## src/rtl/nearest_neighbour_scale_blit_unit_assert.svh

```systemverilog
// assertion macros for the scaler
`ifndef NEAREST_NEIGHBOUR_SCALE_BLIT_UNIT_ASSERT_SVH
`define NEAREST_NEIGHBOUR_SCALE_BLIT_UNIT_ASSERT_SVH
`ifndef SYNTHESIS
`define NNSB_ASSERT_IMPLY(label, clk, rst, a, b) \
  label: assert property (@(posedge clk) disable iff (rst) (a) |-> (b)) \
    else $error("nnsb: implication check failed");
`define NNSB_ASSERT_NEXT(label, clk, rst, a, b) \
  label: assert property (@(posedge clk) disable iff (rst) (a) |=> (b)) \
    else $error("nnsb: next-cycle check failed");
`else
`define NNSB_ASSERT_IMPLY(label, clk, rst, a, b)
`define NNSB_ASSERT_NEXT(label, clk, rst, a, b)
`endif
`endif

```

## src/rtl/nnsb_pkg.sv

```systemverilog
`timescale 1ns / 1ps
package nnsb_pkg;
  localparam int SRC_MAX_W = 1024;
  localparam int SRC_MAX_H = 512;
  localparam int SRC_COL_W = $clog2(SRC_MAX_W);
  localparam int SRC_ROW_W = $clog2(SRC_MAX_H);
  localparam int ADDR_W    = SRC_COL_W + SRC_ROW_W;
  localparam int SCR_W     = 10;
  localparam int PIX_W     = 8;
  localparam int ENTRY_W   = PIX_W + 1;
  localparam int SW_W      = 11;
  localparam int SH_W      = 10;
  localparam int POS_W     = 13;
  localparam int DIM_W     = 12;
  localparam int CFG_IDX_W = 3;
  localparam int CFG_DAT_W = 13;
  localparam int NUM_W     = 22;
  localparam int QUO_W     = SRC_COL_W;
  localparam int DIV_STAGES = QUO_W;
  localparam int NSTAGE    = DIV_STAGES + 3;

  typedef enum logic [CFG_IDX_W-1:0] {
    CFG_SRC_W  = 3'd0,
    CFG_SRC_H  = 3'd1,
    CFG_LEFT   = 3'd2,
    CFG_TOP    = 3'd3,
    CFG_RECT_W = 3'd4,
    CFG_RECT_H = 3'd5,
    CFG_MODE   = 3'd6
  } cfg_idx_t;

  typedef enum logic [1:0] {
    MODE_PLAIN  = 2'd0,
    MODE_OPAQUE = 2'd1,
    MODE_TR_IDX = 2'd2,
    MODE_TR_COV = 2'd3
  } mode_t;

  typedef enum logic {
    OP_WRITE  = 1'b0,
    OP_RENDER = 1'b1
  } op_t;

  // per-stage control carried beside the divider data
  typedef struct packed {
    op_t                op;
    logic               draw;
    logic               clear;
    logic [ADDR_W-1:0]  waddr;
    logic [ENTRY_W-1:0] wdata;
  } tag_t;
endpackage

```

## src/rtl/nnsb_div.sv

```systemverilog
`timescale 1ns / 1ps
module nnsb_div (
  input  logic                            clk,
  input  logic [nnsb_pkg::DIV_STAGES-1:0] en,
  input  logic [nnsb_pkg::NUM_W-1:0]      num,
  input  logic [nnsb_pkg::DIM_W-1:0]      den,
  output logic [nnsb_pkg::QUO_W-1:0]      quo
);
  import nnsb_pkg::*;

  // one quotient bit per stage, msb first
  logic [NUM_W-1:0] rem [DIV_STAGES];
  logic [QUO_W-1:0] q   [DIV_STAGES];

  for (genvar k = 0; k < DIV_STAGES; k++) begin : g_stage
    logic [NUM_W-1:0] rin;
    logic [QUO_W-1:0] qin;
    logic [NUM_W-1:0] dsh;
    logic             ge;
    if (k == 0) begin : g_first
      assign rin = num;
      assign qin = '0;
    end else begin : g_rest
      assign rin = rem[k-1];
      assign qin = q[k-1];
    end
    assign dsh = {{(NUM_W-DIM_W){1'b0}}, den} << (DIV_STAGES-1-k);
    assign ge  = rin >= dsh;
    always_ff @(posedge clk) begin
      if (en[k]) begin
        rem[k] <= ge ? rin - dsh : rin;
        q[k]   <= qin | (QUO_W'(ge) << (DIV_STAGES-1-k));
      end
    end
  end

  assign quo = q[DIV_STAGES-1];
endmodule

```

## config.mk

```make
export PLATFORM = sky130hd
export DESIGN_NAME = nnsb_div
export DESIGN_NICKNAME = d
export VERILOG_FILES = /design/src/rtl/nearest_neighbour_scale_blit_unit_assert.svh /design/src/rtl/nnsb_pkg.sv /design/src/rtl/nnsb_div.sv
export SDC_FILE = /design/constraint.sdc
export NUM_CORES = 1
export LEC_CHECK = 0
export ABC_CLOCK_PERIOD_IN_PS = 3100
export BUFFER_PORTS_ARGS = -buffer_cell sky130_fd_sc_hd__buf_4
export CORE_MARGIN = 2
export CORE_UTILIZATION = 57
export DETAILED_ROUTE_END_ITERATION = 8
export PLACE_DENSITY_LB_ADDON = 0.12
export SYNTH_ARGS = -nofsm -noshare
export SYNTH_HDL_FRONTEND = slang
export SYNTH_SLANG_ARGS = --single-unit
```

## constraint.sdc

```tcl
create_clock -name clk -period 3.1 [get_ports clk]
set_clock_uncertainty 0.1 [all_clocks]
set_input_delay 0.155 -clock clk [delete_from_list [all_inputs] [get_ports clk]]
set_output_delay 0.155 -clock clk [all_outputs]
set_load 0.02 [all_outputs]
```

After elaboration in Yosys (flattened, before gate mapping)
Memories as Yosys holds them, arrays and structs flattened.
Index checks and enable logic that the tools add are counted.
- add/sub/neg operators: 10
- $lt $le $gt $ge: 10
- mux-type cells: 30
- bitwise logic cells: 9
- operator list (operator ; count):
    $mux 22 ; 10
    $ge 22x12->1 ; 1
    $ge 22x13->1 ; 1
    $ge 22x14->1 ; 1
    $ge 22x15->1 ; 1
    $ge 22x16->1 ; 1
    $ge 22x17->1 ; 1
    $ge 22x18->1 ; 1
    $ge 22x19->1 ; 1
    $ge 22x20->1 ; 1
    $ge 22x21->1 ; 1
    $sub 22x12->22 ; 1
    $sub 22x13->22 ; 1
    $sub 22x14->22 ; 1
    $sub 22x15->22 ; 1
    $sub 22x16->22 ; 1
    $sub 22x17->22 ; 1
    $sub 22x18->22 ; 1
    $sub 22x19->22 ; 1
    $sub 22x20->22 ; 1
    $sub 22x21->22 ; 1
    $mux 1 ; 20
    $or 10x1->10 ; 1
    $or 10x2->10 ; 1
    other kinds (7) ; 7
- register bits after elaboration: 0
- RAM bits: 320
- input bits: 45
- output and inout port bits: 10
- logic and storage cells: 61
- memories kept: 2
- memories (memory ; words ; width ; read ports ; clocked after memory_dff ; write ports ; line ; source):
    rem ; 10 ; 22 ; 9 ; 0 ; 10 ; nnsb_div.sv:12 ; logic [NUM_W-1:0] rem [DIV_STAGES];
    q ; 10 ; 10 ; 10 ; 0 ; 10 ; nnsb_div.sv:13 ; logic [QUO_W-1:0] q [DIV_STAGES];

Longest topological paths before layout
An unclocked memory read counts as a cell.
- word-level depth: 3
- depth in mapped cells: 12
- mapped depth without buffers: 11

Worst setup path after synthesis
No wires, ideal clock.
- path kind: register -> register
- start: mem rem[5][3]
- end: mem rem[6][19] (data pin)
- data arrival time: 2559 ps
- data required time: 2742 ps
- path slack: 184 ps
- stages on the path, launching flop included: 12
- buffers on the path: 0
- period minus slack after synthesis: 2916 ps
- cells stage by stage: edfxtp_1 > inv_1 > ha_1 > inv_1 > fa_1 > a211oi_1 > o21bai_1 > a2111o_1 > a221o_1 > a31oi_2 > nand4b_1 > xnor2_1
- RTL lines (what ; line):
    from (decl) ; nnsb_div.sv:12

==> impl_results.md <==
- Max rail drop VDD: 0.576 mV
- Hold Slack: 114 ps
- Worst r2r dst: rem[6][19]
- Largest net degree at the start of global routing: 32
- Starting density of the core: 0.582
- DP Worst Slack: -28.7 ps
- Root Driver: clkbuf_16
- Critical hold path startpoint: den[0]
- CTS tree: done
- YS warnings: 0
- Clock Sinks: 253
- Setup violators final: 0
- Placer Congestion: 0.905
- Most frequent cells in the layout: edfxtp_1, ha_1, nor2_1, a21oi_1, buf_4
- Final Hold Fails: 0
- GRT Util Overall: 0.252
- Final cell utilization of the core: 0.678
- Vias in the first global route: 10,700
- Post-synth EDFFs: 253
- Max Transition Viols Final: 0
- TritonCTS Buffers: 27
- Clk pin slew, worst setup/hold paths: 60 ps
- Status: complete, no violations
- Gate Count Post-Synth: 1,319
- P_leak: 6.72 nW
- Grt total ovfl: 0
- Initial antenna violation count: 0
- First-pass GRT wire length: 55,900 um
- Met1 Use GR: 0.319
- Library cells used by synthesis: 74
- DRT iter0 DRCs: 895
- R2R Setup Slk: 150 ps
- Setup CP Type: flop to flop
- Met2 Resource Use GR: 0.440
- Required @ worst endpoint: 3290 ps
- Clock buffer depth: 3
- Wire per inst: 19.1 um
- Net Count, Synth: 1,493
- Row cnt: 59
- Tcrit/Tclk final: 0.951
- RSZ-0062 raised after global routing: false
- R2R depth: 11
- Number of max-cap violations: 0
- Crit path DAT: 3140 ps
- Worst-Margin Slew: 544 ps
- Setup tns final: 0 ps
- Hold Path Sink: rem[0][9]
- DRC errors left: 0
- Final wirelength: 34,900 um
- Max Fclk: 339 MHz
- GRT Max-Usage Layer: met2
- Met3 usage: 0.0302
- CP cell instances: inv_1 -> ha_1 -> inv_1 -> fa_2 -> a211oi_2 -> o21bai_1 -> a2111o_1 -> a221o_1 -> a31oi_4 -> nand4b_1 -> xnor2_1
- Die span in y: 167 um
- Ys async rst share: 0
- CP endpoint kind: flop
- Synth Cell Area: 0.0152 mm2
- Core outline area: 0.0261 mm2
- Syn_area_per_cell: 11.5 um2
- Worst-Skew Late Latency: 540 ps
- IO Count: 55
- Top FF cell, synth: edfxtp_1
- Area of the die: 0.0279 mm2
- Drt via density: 5.91
- Rel. slew slack: 0.628
- Diodes inserted: 0
- Yosys reg bits: 253
- Register area share after synthesis: 0.501
- Share of layout cells above drive strength 1: 0.158
- Most used cell, CP: inv_1
- Final WS setup: 151 ps
- TritonRoute pass-1 iters: 6
- Layout area overhead: 16.6%
- Die Wd: 167 um
- Startpoint types: flop
- Final Power: 14.4 mW
- R2r startpoint: rem[5][3]
- Crit Path Max Fanout: 4
- Detail Placement HPWL: 25,700 um
- H-tree levels: 1
- CP max stage cell: a221o_1
- Worst Hold Depth: 3
- Final Critical Period: 2950 ps
- Port buffer count: 54
- Fin nets: 1,646
- Critical path's largest stage delay: 390 ps
- Hold WC Path Type: primary input to flop
- Cell Pwr Density: 812 mW/mm2
- Commonest non-fill, non-tap cell in the layout: edfxtp_1
- Final antenna-violating net count: 0
- Vias: 10,800
-- how the worst max path moves through the flow --
stage               slack, ps          to       from
floorplan                 180  rem[6][19]  rem[5][3]
global placement           20  rem[2][19]     den[2]
detailed placement        -30  rem[6][19]  rem[5][3]
CTS                        10  rem[6][19]  rem[5][3]
global route                3  rem[6][19]  rem[5][3]
finish                    150  rem[6][19]  rem[5][3]
-- logic make-up after synthesis --
| family | synth area share |
|---|---|
| AO/OA/AOI/OAI | 0.140 |
| buffers and inverters | 0.0201 |
| flip-flops | 0.501 |
| XOR/XNOR | 0.0653 |
| AND/OR/NAND/NOR | 0.122 |
| multiplexers | 0.0410 |
| adder cells (fa/ha/maj) | 0.111 |
-- layout make-up --
cell class / count / area, um2
clock buffers: 31 / 691
clock inverters: 17 / 175
fillers: 2011 / 8390
inverters: 49 / 184
multi-input cells: 995 / 7320
flip-flops and latches: 253 / 7600
well taps: 335 / 419
repair buffers: 146 / 1280
-- through the flow --
step | instances | instance area, um2
floorplan | 1319 | 15200
global placement | 1745 | 16400
detailed placement | 1745 | 16400
CTS | 1825 | 17600
global route | 1826 | 17700
finish | 1826 | 17700
-- cell usage after synthesis, types with 32 or more instances --
cell,n,area share
edfxtp_1,253,0.50
ha_1,120,0.099
nor2_1,119,0.029
a21oi_1,115,0.038
xnor2_1,69,0.040
nand2_1,65,0.016
o21ai_0,62,0.020
inv_1,49,0.012
mux2_2,49,0.036
xor2_1,44,0.025
nor3_1,32,0.011
-- critical path, delay by kind of cell (launching register included) --
kind	cells	cell delay [ps]
AND/OR/NAND/NOR	1	150
AO/OA/AOI/OAI	5	1290
buffers and inverters	2	130
flip-flops	1	380
XOR/XNOR	1	160
adder cells (fa/ha/maj)	2	510
-- registers in the layout (all words and copies together), names as in the netlist --
register / count
rem: 198
q: 55
-- layer usage --
layer,share of wire,vias up
met5,0,-
met4,0.043,0
met3,0.036,85
met2,0.50,236
met1,0.42,5141
li1,-,5334
-- power by group --
group | internal, mW | total, mW | switching, mW
sequential | 5.00 | 5.61 | 0.607
combinational | 2.62 | 5.57 | 2.95
clock | 1.85 | 3.18 | 1.33
total | 9.47 | 14.4 | 4.88
-- repair_timing --
item,4_1_cts,5_1_grt
gates resized for setup,2,10
hold endpoints to repair,272,0
pin swaps,0,5
gates cloned,0,0
setup endpoints to repair,4,30
hold buffers,32,0
buffers inserted,0,1
Note: power is estimated with default switching activity, not from simulation.
